## src/rtl/jdce_pkg.sv

```systemverilog
package jdce_pkg;

    localparam int SAMPLE_W  = 10;
    localparam int PAN_W     = 7;
    localparam int TILT_W    = 5;
    localparam int VEL_W     = 7;
    localparam int RAD_W     = 7;
    localparam int BYTE_W    = 8;
    localparam int KIND_W    = 3;
    localparam int NUM_KINDS = 5;

    localparam int DEF_PAN_LIMIT  = 40;
    localparam int DEF_TILT_LIMIT = 10;
    localparam int DEF_VEL_LIMIT  = 50;
    localparam int DEF_RAD_LIMIT  = 50;

    // dead zone edges and far ends of the high-side ramp
    localparam int PAN_HI_TH   = 540;
    localparam int PAN_HI_END  = 1021;
    localparam int PAN_LO_TH   = 440;
    localparam int TILT_HI_TH  = 555;
    localparam int TILT_HI_END = 1022;
    localparam int TILT_LO_TH  = 425;
    localparam int DRV_HI_TH   = 520;
    localparam int DRV_HI_END  = 1023;
    localparam int DRV_LO_TH   = 480;

    // command byte ranges
    localparam int PAN_BYTE_LO  = 3;
    localparam int PAN_BYTE_HI  = 84;
    localparam int TILT_BYTE_LO = 1;
    localparam int TILT_BYTE_HI = 22;
    localparam int DRV_BYTE_LO  = 1;
    localparam int DRV_BYTE_HI  = 100;

    typedef enum logic [KIND_W-1:0] {
        KIND_LASER = 3'd0,
        KIND_PAN   = 3'd1,
        KIND_TILT  = 3'd2,
        KIND_VEL   = 3'd3,
        KIND_RAD   = 3'd4
    } msg_kind_t;

    typedef struct packed {
        logic                     laser;
        logic signed [PAN_W-1:0]  pan;
        logic signed [TILT_W-1:0] tilt;
        logic signed [VEL_W-1:0]  vel;
        logic signed [RAD_W-1:0]  rad;
    } speed_set_t;

endpackage

```

## src/rtl/jdce_ratio.sv

```systemverilog
module jdce_ratio #(
    parameter int XW  = 10,
    parameter int QW  = 8,
    parameter int NUM = 1,
    parameter int DEN = 1
) (
    input  logic [XW-1:0] x,
    output logic [QW-1:0] q
);

    // floor(x * NUM / DEN) as one constant multiply and a shift
    localparam int          S  = XW + $clog2(DEN + 1);
    localparam logic [63:0] M  = ((64'(NUM) << S) + 64'(DEN) - 64'd1) / 64'(DEN);
    localparam int          MW = $clog2(M + 64'd1);
    localparam int          PW = XW + MW;

    logic [PW-1:0] prod;

    assign prod = PW'(x) * PW'(M);
    assign q    = QW'(prod >> S);

endmodule

```

## src/rtl/jdce_axis.sv

```systemverilog
module jdce_axis #(
    parameter int LIMIT  = 40,
    parameter int HI_TH  = 540,
    parameter int HI_END = 1021,
    parameter int LO_TH  = 440,
    parameter int SW     = 7
) (
    input  logic [jdce_pkg::SAMPLE_W-1:0] sample,
    output logic signed [SW-1:0]          speed
);
    import jdce_pkg::*;

    localparam int HI_D = HI_END - HI_TH;
    localparam int MAGW = SW - 1;

    logic                above;
    logic                below;
    logic [SAMPLE_W-1:0] x_hi;
    logic [SAMPLE_W-1:0] x_lo;
    logic [MAGW-1:0]     q_hi;
    logic [MAGW-1:0]     q_lo;

    assign above = sample > SAMPLE_W'(HI_TH);
    assign below = sample < SAMPLE_W'(LO_TH);
    assign x_hi  = sample - SAMPLE_W'(HI_TH);
    assign x_lo  = SAMPLE_W'(LO_TH) - sample;

    jdce_ratio #(
        .XW  (SAMPLE_W),
        .QW  (MAGW),
        .NUM (LIMIT),
        .DEN (HI_D)
    ) u_hi (
        .x (x_hi),
        .q (q_hi)
    );

    jdce_ratio #(
        .XW  (SAMPLE_W),
        .QW  (MAGW),
        .NUM (LIMIT),
        .DEN (LO_TH)
    ) u_lo (
        .x (x_lo),
        .q (q_lo)
    );

    always_comb
    begin
        if (above)
        begin
            speed = -$signed({1'b0, q_hi});
        end
        else if (below)
        begin
            speed = $signed({1'b0, q_lo});
        end
        else
        begin
            speed = '0;
        end
    end

endmodule

```

## src/rtl/jdce_seq.sv

```systemverilog
module jdce_seq #(
    parameter int PAN_LIMIT  = jdce_pkg::DEF_PAN_LIMIT,
    parameter int TILT_LIMIT = jdce_pkg::DEF_TILT_LIMIT,
    parameter int VEL_LIMIT  = jdce_pkg::DEF_VEL_LIMIT,
    parameter int RAD_LIMIT  = jdce_pkg::DEF_RAD_LIMIT
) (
    input  logic                        clk,
    input  logic                        rst_n,
    input  logic                        load,
    input  jdce_pkg::speed_set_t        speeds,
    output logic                        ready,
    output logic                        msg_valid,
    input  logic                        msg_stall,
    output logic [jdce_pkg::KIND_W-1:0] msg_kind,
    output logic [jdce_pkg::BYTE_W-1:0] msg_value,
    output logic                        last_msg
);
    import jdce_pkg::*;

    logic signed [PAN_W-1:0]  pan_now_reg;
    logic signed [TILT_W-1:0] tilt_now_reg;
    logic signed [VEL_W-1:0]  vel_now_reg;
    logic signed [RAD_W-1:0]  rad_now_reg;

    logic [NUM_KINDS-1:0] mask_reg;
    logic [NUM_KINDS-1:0] mask_next;
    logic [NUM_KINDS-1:0] mask_take;
    logic [BYTE_W-1:0]    value_reg [NUM_KINDS];

    logic [PAN_W-1:0]  pan_u;
    logic [TILT_W-1:0] tilt_u;
    logic [VEL_W-1:0]  vel_u;
    logic [RAD_W-1:0]  rad_u;
    logic [BYTE_W-1:0] pan_q;
    logic [BYTE_W-1:0] tilt_q;
    logic [BYTE_W-1:0] vel_q;
    logic [BYTE_W-1:0] rad_q;

    logic      load_fire;
    logic      take;
    msg_kind_t kind_sel;

    // speed offset to zero at -limit, then scaled into the byte range
    assign pan_u  = $unsigned(speeds.pan) + PAN_W'(PAN_LIMIT);
    assign tilt_u = $unsigned(speeds.tilt) + TILT_W'(TILT_LIMIT);
    assign vel_u  = $unsigned(speeds.vel) + VEL_W'(VEL_LIMIT);
    assign rad_u  = $unsigned(speeds.rad) + RAD_W'(RAD_LIMIT);

    jdce_ratio #(
        .XW  (PAN_W),
        .QW  (BYTE_W),
        .NUM (PAN_BYTE_HI - PAN_BYTE_LO),
        .DEN (2 * PAN_LIMIT - 1)
    ) u_pan_byte (
        .x (pan_u),
        .q (pan_q)
    );

    jdce_ratio #(
        .XW  (TILT_W),
        .QW  (BYTE_W),
        .NUM (TILT_BYTE_HI - TILT_BYTE_LO),
        .DEN (2 * TILT_LIMIT - 1)
    ) u_tilt_byte (
        .x (tilt_u),
        .q (tilt_q)
    );

    jdce_ratio #(
        .XW  (VEL_W),
        .QW  (BYTE_W),
        .NUM (DRV_BYTE_HI - DRV_BYTE_LO),
        .DEN (2 * VEL_LIMIT - 1)
    ) u_vel_byte (
        .x (vel_u),
        .q (vel_q)
    );

    jdce_ratio #(
        .XW  (RAD_W),
        .QW  (BYTE_W),
        .NUM (DRV_BYTE_HI - DRV_BYTE_LO),
        .DEN (2 * RAD_LIMIT - 1)
    ) u_rad_byte (
        .x (rad_u),
        .q (rad_q)
    );

    assign mask_take = mask_reg & (mask_reg - NUM_KINDS'(1));
    assign msg_valid = |mask_reg;
    assign last_msg  = (mask_take == '0);
    assign take      = msg_valid && !msg_stall;
    assign ready     = !msg_valid || (take && last_msg);
    assign load_fire = load && ready;

    // lowest pending kind goes out first
    always_comb
    begin
        kind_sel = KIND_LASER;
        for (int i = NUM_KINDS - 1; i >= 0; i--)
        begin
            if (mask_reg[i])
            begin
                kind_sel = msg_kind_t'(i);
            end
        end
    end

    assign msg_kind  = kind_sel;
    assign msg_value = value_reg[kind_sel];

    always_comb
    begin
        mask_next = mask_reg;
        if (load_fire)
        begin
            mask_next             = '0;
            mask_next[KIND_LASER] = 1'b1;
            mask_next[KIND_PAN]   = speeds.pan != pan_now_reg;
            mask_next[KIND_TILT]  = speeds.tilt != tilt_now_reg;
            mask_next[KIND_VEL]   = speeds.vel != vel_now_reg;
            mask_next[KIND_RAD]   = speeds.rad != rad_now_reg;
        end
        else if (take)
        begin
            mask_next = mask_take;
        end
    end

    always_ff @(posedge clk or negedge rst_n)
    begin
        if (!rst_n)
        begin
            mask_reg     <= '0;
            pan_now_reg  <= '0;
            tilt_now_reg <= '0;
            vel_now_reg  <= '0;
            rad_now_reg  <= '0;
        end
        else
        begin
            mask_reg <= mask_next;
            if (load_fire)
            begin
                pan_now_reg  <= speeds.pan;
                tilt_now_reg <= speeds.tilt;
                vel_now_reg  <= speeds.vel;
                rad_now_reg  <= speeds.rad;
            end
        end
    end

    always_ff @(posedge clk)
    begin
        if (load_fire)
        begin
            value_reg[KIND_LASER] <= BYTE_W'(speeds.laser);
            value_reg[KIND_PAN]   <= BYTE_W'(PAN_BYTE_LO) + pan_q;
            value_reg[KIND_TILT]  <= BYTE_W'(TILT_BYTE_LO) + tilt_q;
            value_reg[KIND_VEL]   <= BYTE_W'(DRV_BYTE_LO) + vel_q;
            value_reg[KIND_RAD]   <= BYTE_W'(DRV_BYTE_LO) + rad_q;
        end
    end

endmodule

```

## src/rtl/joystick_deadzone_command_encoder.sv

```systemverilog
// A sample set (four stick axes and the active-low fire pin) passes an input
// register, a speed register and a message register before its first word
// is on the port. Each sample yields a laser word plus one word for every
// axis whose speed changed, in the order laser, pan, tilt, velocity, radius;
// last_msg marks the final word of a sample. The single message port sends
// one word per cycle while msg_stall is low, so a sample takes one to five
// words; samples that change no speed flow at one per cycle while the port
// is not stalled.
module joystick_deadzone_command_encoder #(
    parameter int PAN_LIMIT  = jdce_pkg::DEF_PAN_LIMIT,
    parameter int TILT_LIMIT = jdce_pkg::DEF_TILT_LIMIT,
    parameter int VEL_LIMIT  = jdce_pkg::DEF_VEL_LIMIT,
    parameter int RAD_LIMIT  = jdce_pkg::DEF_RAD_LIMIT
) (
    input  logic                          clk,
    input  logic                          rst_n,
    input  logic                          sample_valid,
    output logic                          sample_stall,
    input  logic [jdce_pkg::SAMPLE_W-1:0] stick1_x,
    input  logic [jdce_pkg::SAMPLE_W-1:0] stick1_y,
    input  logic [jdce_pkg::SAMPLE_W-1:0] stick2_x,
    input  logic [jdce_pkg::SAMPLE_W-1:0] stick2_y,
    input  logic                          fire_pin_level,
    output logic                          msg_valid,
    input  logic                          msg_stall,
    output logic [jdce_pkg::KIND_W-1:0]   msg_kind,
    output logic [jdce_pkg::BYTE_W-1:0]   msg_value,
    output logic                          last_msg
);
    import jdce_pkg::*;

    logic                a_valid_reg;
    logic                a_valid_next;
    logic [SAMPLE_W-1:0] a_s1x_reg;
    logic [SAMPLE_W-1:0] a_s1y_reg;
    logic [SAMPLE_W-1:0] a_s2x_reg;
    logic [SAMPLE_W-1:0] a_s2y_reg;
    logic                a_fire_reg;

    logic       b_valid_reg;
    logic       b_valid_next;
    speed_set_t b_speeds_reg;
    speed_set_t a_speeds;

    logic sample_take;
    logic a_adv;
    logic seq_ready;

    assign a_adv        = !b_valid_reg || seq_ready;
    assign sample_stall = a_valid_reg && !a_adv;
    assign sample_take  = sample_valid && !sample_stall;

    jdce_axis #(
        .LIMIT  (PAN_LIMIT),
        .HI_TH  (PAN_HI_TH),
        .HI_END (PAN_HI_END),
        .LO_TH  (PAN_LO_TH),
        .SW     (PAN_W)
    ) u_pan (
        .sample (a_s1y_reg),
        .speed  (a_speeds.pan)
    );

    jdce_axis #(
        .LIMIT  (TILT_LIMIT),
        .HI_TH  (TILT_HI_TH),
        .HI_END (TILT_HI_END),
        .LO_TH  (TILT_LO_TH),
        .SW     (TILT_W)
    ) u_tilt (
        .sample (a_s1x_reg),
        .speed  (a_speeds.tilt)
    );

    jdce_axis #(
        .LIMIT  (VEL_LIMIT),
        .HI_TH  (DRV_HI_TH),
        .HI_END (DRV_HI_END),
        .LO_TH  (DRV_LO_TH),
        .SW     (VEL_W)
    ) u_vel (
        .sample (a_s2x_reg),
        .speed  (a_speeds.vel)
    );

    jdce_axis #(
        .LIMIT  (RAD_LIMIT),
        .HI_TH  (DRV_HI_TH),
        .HI_END (DRV_HI_END),
        .LO_TH  (DRV_LO_TH),
        .SW     (RAD_W)
    ) u_rad (
        .sample (a_s2y_reg),
        .speed  (a_speeds.rad)
    );

    assign a_speeds.laser = ~a_fire_reg;

    always_comb
    begin
        a_valid_next = a_valid_reg;
        if (sample_take)
        begin
            a_valid_next = 1'b1;
        end
        else if (a_adv)
        begin
            a_valid_next = 1'b0;
        end
        b_valid_next = a_adv ? a_valid_reg : b_valid_reg;
    end

    always_ff @(posedge clk or negedge rst_n)
    begin
        if (!rst_n)
        begin
            a_valid_reg <= 1'b0;
            b_valid_reg <= 1'b0;
        end
        else
        begin
            a_valid_reg <= a_valid_next;
            b_valid_reg <= b_valid_next;
        end
    end

    always_ff @(posedge clk)
    begin
        if (sample_take)
        begin
            a_s1x_reg  <= stick1_x;
            a_s1y_reg  <= stick1_y;
            a_s2x_reg  <= stick2_x;
            a_s2y_reg  <= stick2_y;
            a_fire_reg <= fire_pin_level;
        end
        if (a_adv)
        begin
            b_speeds_reg <= a_speeds;
        end
    end

    jdce_seq #(
        .PAN_LIMIT  (PAN_LIMIT),
        .TILT_LIMIT (TILT_LIMIT),
        .VEL_LIMIT  (VEL_LIMIT),
        .RAD_LIMIT  (RAD_LIMIT)
    ) u_seq (
        .clk       (clk),
        .rst_n     (rst_n),
        .load      (b_valid_reg),
        .speeds    (b_speeds_reg),
        .ready     (seq_ready),
        .msg_valid (msg_valid),
        .msg_stall (msg_stall),
        .msg_kind  (msg_kind),
        .msg_value (msg_value),
        .last_msg  (last_msg)
    );

    // a new sample always opens with its laser word
    assert property (@(posedge clk) disable iff (!rst_n)
        (msg_valid && !msg_stall && last_msg) |=>
            (!msg_valid || msg_kind == KIND_LASER))
        else $error("sample did not start with laser word");

    // words of one sample follow without gaps in rising kind order
    assert property (@(posedge clk) disable iff (!rst_n)
        (msg_valid && !msg_stall && !last_msg) |=>
            (msg_valid && msg_kind > $past(msg_kind)))
        else $error("word sequence broken within a sample");

    // laser word carries only on/off
    assert property (@(posedge clk) disable iff (!rst_n)
        (msg_valid && msg_kind == KIND_LASER) |-> (msg_value <= BYTE_W'(1)))
        else $error("laser word out of range");

    // a stalled sample slot means the speed stage is still occupied
    assert property (@(posedge clk) disable iff (!rst_n)
        sample_stall |-> (b_valid_reg && msg_valid))
        else $error("input stalled with free pipeline");

endmodule
```

## config.mk

```make
export PLATFORM = sky130hd
export DESIGN_NAME = joystick_deadzone_command_encoder
export DESIGN_NICKNAME = d
export VERILOG_FILES = /design/src/rtl/jdce_pkg.sv /design/src/rtl/jdce_ratio.sv /design/src/rtl/jdce_axis.sv /design/src/rtl/jdce_seq.sv /design/src/rtl/joystick_deadzone_command_encoder.sv
export SDC_FILE = /design/constraint.sdc
export NUM_CORES = 1
export LEC_CHECK = 0
export BUFFER_PORTS_ARGS = -buffer_cell sky130_fd_sc_hd__buf_2
export CORE_ASPECT_RATIO = 1.25
export CORE_MARGIN = 2
export CORE_UTILIZATION = 60
export CTS_BUF_LIST = sky130_fd_sc_hd__clkbuf_8 sky130_fd_sc_hd__clkbuf_16
export DETAILED_ROUTE_END_ITERATION = 6
export HOLD_SLACK_MARGIN = 0.03
export PLACE_DENSITY = 0.75
export RECOVER_POWER = 50
export SLEW_MARGIN = 20
export SYNTH_ARGS = -nofsm -noshare
export SYNTH_HDL_FRONTEND = slang
export SYNTH_HIERARCHICAL = 1
export SYNTH_SLANG_ARGS = --single-unit
```

## constraint.sdc

```tcl
create_clock -name clk -period 17.5 [get_ports clk]
set_input_delay 0.875 -clock clk [delete_from_list [all_inputs] [get_ports clk]]
set_output_delay 0.875 -clock clk [all_outputs]
set_load 0.01 [all_outputs]
```

==> run summary <==
Max Cap Viol -> 3
Synth top area share -> 0.283
Num CTS Buffers -> 17
Reg2Reg Setup Slack -> 10.49 ns
First-pass GRT wire length -> 98700 um
Layout area overhead -> 4.33%
Tmin final -> 7.01 ns
Full die area -> 48100 sq um
Layout cell share with drive strength beyond 1 -> 0.0670
Mapped cell area -> 27800 sq um
Status -> finished with violations
Syn Inst Count -> 2763
WHS Endpoint -> u_seq/value_reg[0][0]$_DFFE_PP_
CTS Sinks -> 134
CTS clk-pin slew, worst paths -> 0.08 ns
Port Buffers -> 58
Placed Instance Area -> 28500 sq um
Final Setup Violations -> 0
Vias in the first global route -> 20900
RSZ-0062 raised after global routing -> no
IO Pins -> 59
Clock Skews -> 0.0206 ns
Critical path required time -> 17.78 ns
Slew Limit Headroom -> -0.282
Worst Path Arrival -> 7.30 ns
Final instance area -> 29000 sq um
Mean Syn Cell Area -> 10.1 sq um
Total of fill cells in the finished design -> 3697
Remaining antenna violation count -> 0
Initial Util -> 0.605
Placed cell count -> 3361
Post-synth top area cell -> ha_1
Final std cells w/o fill -> 3393
DR vias -> 19300
TNS Setup -> 0 ns
Syn. warnings -> 6
Diodes inserted -> 0
CP delay by family, top -> adder cells
Worst Reg-to-Reg Cells -> 23
Buf+Inv Stages, Crit Path -> 6
Worst Min Path Start -> b_speeds_reg[26]$_DFFE_PP_
GR Overflow Total -> 0
Critical path's slowest cell -> xnor2_1
Final-report hold violation count -> 0
Post-synth EDFFs -> 101
First-pass DRT Iterations -> 7
Max Clock Freq -> 143 MHz
R2r endpoint -> b_speeds_reg[12]$_DFFE_PP_
Critical path endpoint category -> flop
Htree depth -> 4
Post-synthesis sequential area ratio -> 0.139
Slew Limit Fails -> 95
Row cnt -> 88
Placed wire-length estimate -> 49300 um
Area contributors post-synth -> ha_1, fa_1, edfxtp_1
Total track usage -> 0.254
Max reg flops -> 33
CP max stage delay -> 0.57 ns
Net count of the finished layout -> 3762
Die height -> 245 um
Via density -> 5.69
Core ar. -> 45900 sq um
WL final -> 57300 um
Initial antenna violation count -> 0
Worst Tran Pin Value -> 1.92 ns
Multi-input logic area -> 21300 sq um
Clock latency at the later pin of the worst-skew pair -> 0.49 ns
DRC viols -> 0
# hold bufs at CTS -> 0
CTS tree -> done
Root Buffer -> clkbuf_16
Routability cong. -> 0.941
Setup crit start kind -> flop
Violated checks -> max-capacitance violations, max-slew violations
Leading cell types in the layout, fill and taps excluded -> ha_1, inv_1, fa_1, xnor2_1, nand2_1
Ys flop type -> edfxtp_1
Die W -> 197 um
Post CTS Setup Buffer Count -> 0
Drt wl/cell -> 16.9 um
RR Startpoint -> a_s2x_reg[3]$_DFFE_PP_
Worst min-delay path category -> flop to flop
Count of different cell masters after synthesis -> 130
Register area -> 3860 sq um
Post_cts resized -> 0
Yosys reg bits -> 134
Commonest non-fill, non-tap cell in the layout -> ha_1
Hold path cells -> 0
Fin crit share -> 0.401
Crit path kind -> flop to flop
Initial DRC Count -> 773
Longest Clk Path Bufs -> 2
Cells along the critical path -> inv_1 > ha_1 > inv_1 > or3_1 > xnor2_1 > ha_1 > ha_1 > inv_1 > fa_1 > inv_1 > fa_1 > inv_1 > fa_1 > inv_1 > ha_1 > a21oi_1 > o21ai_1 > a41o_1 > a311oi_2 > xnor2_1 > or3_1 > o31a_1 > o41ai_1
Crit-path max FO -> 10
Ys async rst share -> 0.246
Largest net degree at the start of global routing -> 42
CP dominant cell by count -> inv_1
[metal layers]
metal  up-vias  share of wire  track usage
met2       335           0.52        0.473
met4         0          0.030       0.0893
met5         -              0            0
met3       106          0.029       0.0328
met1      9435           0.42        0.300
li1       9432              -            -
[worst max path at each step]
stage,startpoint,endpoint,slack [ns],depth (start not counted)
CTS,a_s2x_reg[3]$_DFFE_PP_,b_speeds_reg[12]$_DFFE_PP_,10.50,23
detailed placement,a_s2x_reg[3]$_DFFE_PP_,b_speeds_reg[12]$_DFFE_PP_,10.51,23
global placement,a_s2x_reg[0]$_DFFE_PP_,b_speeds_reg[10]$_DFFE_PP_,10.70,22
floorplan,a_s1y_reg[0]$_DFFE_PP_,b_speeds_reg[23]$_DFFE_PP_,11.11,20
finish,a_s2x_reg[3]$_DFFE_PP_,b_speeds_reg[12]$_DFFE_PP_,10.49,23
global route,a_s1x_reg[1]$_DFFE_PP_,b_speeds_reg[16]$_DFFE_PP_,9.91,25
[cell families (layout without fill, tap and decap cells)]
group / count (synthesis) / in the layout / synth area share
flip-flops: 134 / 134 / 0.139
buffers and inverters: 644 / 688 / 0.0927
XOR/XNOR: 194 / 194 / 0.0624
other: 3 / 4 / 0.000405
adder cells (fa/ha/maj): 924 / 924 / 0.495
AND/OR/NAND/NOR: 431 / 431 / 0.0862
multiplexers: 28 / 28 / 0.0145
AO/OA/AOI/OAI: 405 / 405 / 0.110
[worst register-to-register path, cell delays in order, from the launching register on]
cell      delay (ns)
edfxtp_1        0.55
inv_1           0.34
ha_1            0.26
inv_1           0.06
or3_1           0.32
xnor2_1         0.57
ha_1            0.38
ha_1            0.29
inv_1           0.06
fa_1            0.55
inv_1           0.06
fa_1            0.53
inv_1           0.05
fa_1            0.50
inv_1           0.04
ha_1            0.38
a21oi_1         0.20
o21ai_1         0.09
a41o_1          0.22
a311oi_2        0.29
xnor2_1         0.12
or3_1           0.41
o31a_1          0.26
o41ai_1         0.27
[Yosys cell counts (6+ instances only)]
master,n
inv_1,591
a221oi_1,9
a21oi_1,102
nand4_1,28
a32o_1,6
and3_1,17
a21o_1,24
nand2_1,106
nand3_1,55
nor4_1,12
buf_6,9
fa_1,294
and2_1,9
nor3_1,25
a211oi_1,11
o21ai_0,56
ha_1,628
edfxtp_1,101
buf_4,22
o21ai_2,6
a41oi_1,8
clkbuf_1,11
o21ai_1,12
mux2_4,24
nand2b_1,8
xor2_1,77
a21oi_2,8
nor2_1,75
o21bai_1,13
o31ai_1,23
nor2b_1,16
or3_1,11
a31oi_1,7
xnor2_1,113
a211oi_2,6
dfrtp_1,33
o211ai_1,11
nor3b_1,10
buf_2,7
o21a_1,10
a2111oi_0,6
[per-stage QoR]
step / setup WS, ns / hold WS (ns) / util
floorplan: 11.11 / 0.400 / -
global placement: 10.70 / 0.437 / 0.621
detailed placement: 10.51 / 0.422 / 0.621
CTS: 10.50 / 0.454 / 0.634
global route: 9.91 / 0.459 / 0.632
finish: 10.49 / 0.453 / 0.632
[final cells by class]
| cell class | instances | share of cell area |
|---|---|---|
| clock inverters | 15 | 0.00634 |
| well taps | 585 | 0.0252 |
| clock buffers | 17 | 0.0147 |
| inverters | 594 | 0.0769 |
| multi-input cells | 1986 | 0.733 |
| repair buffers | 62 | 0.0107 |
| flip-flops and latches | 134 | 0.133 |
Power is not shown: default switching activity piles up to over one toggle a cycle in this logic, so the estimate is an artifact.
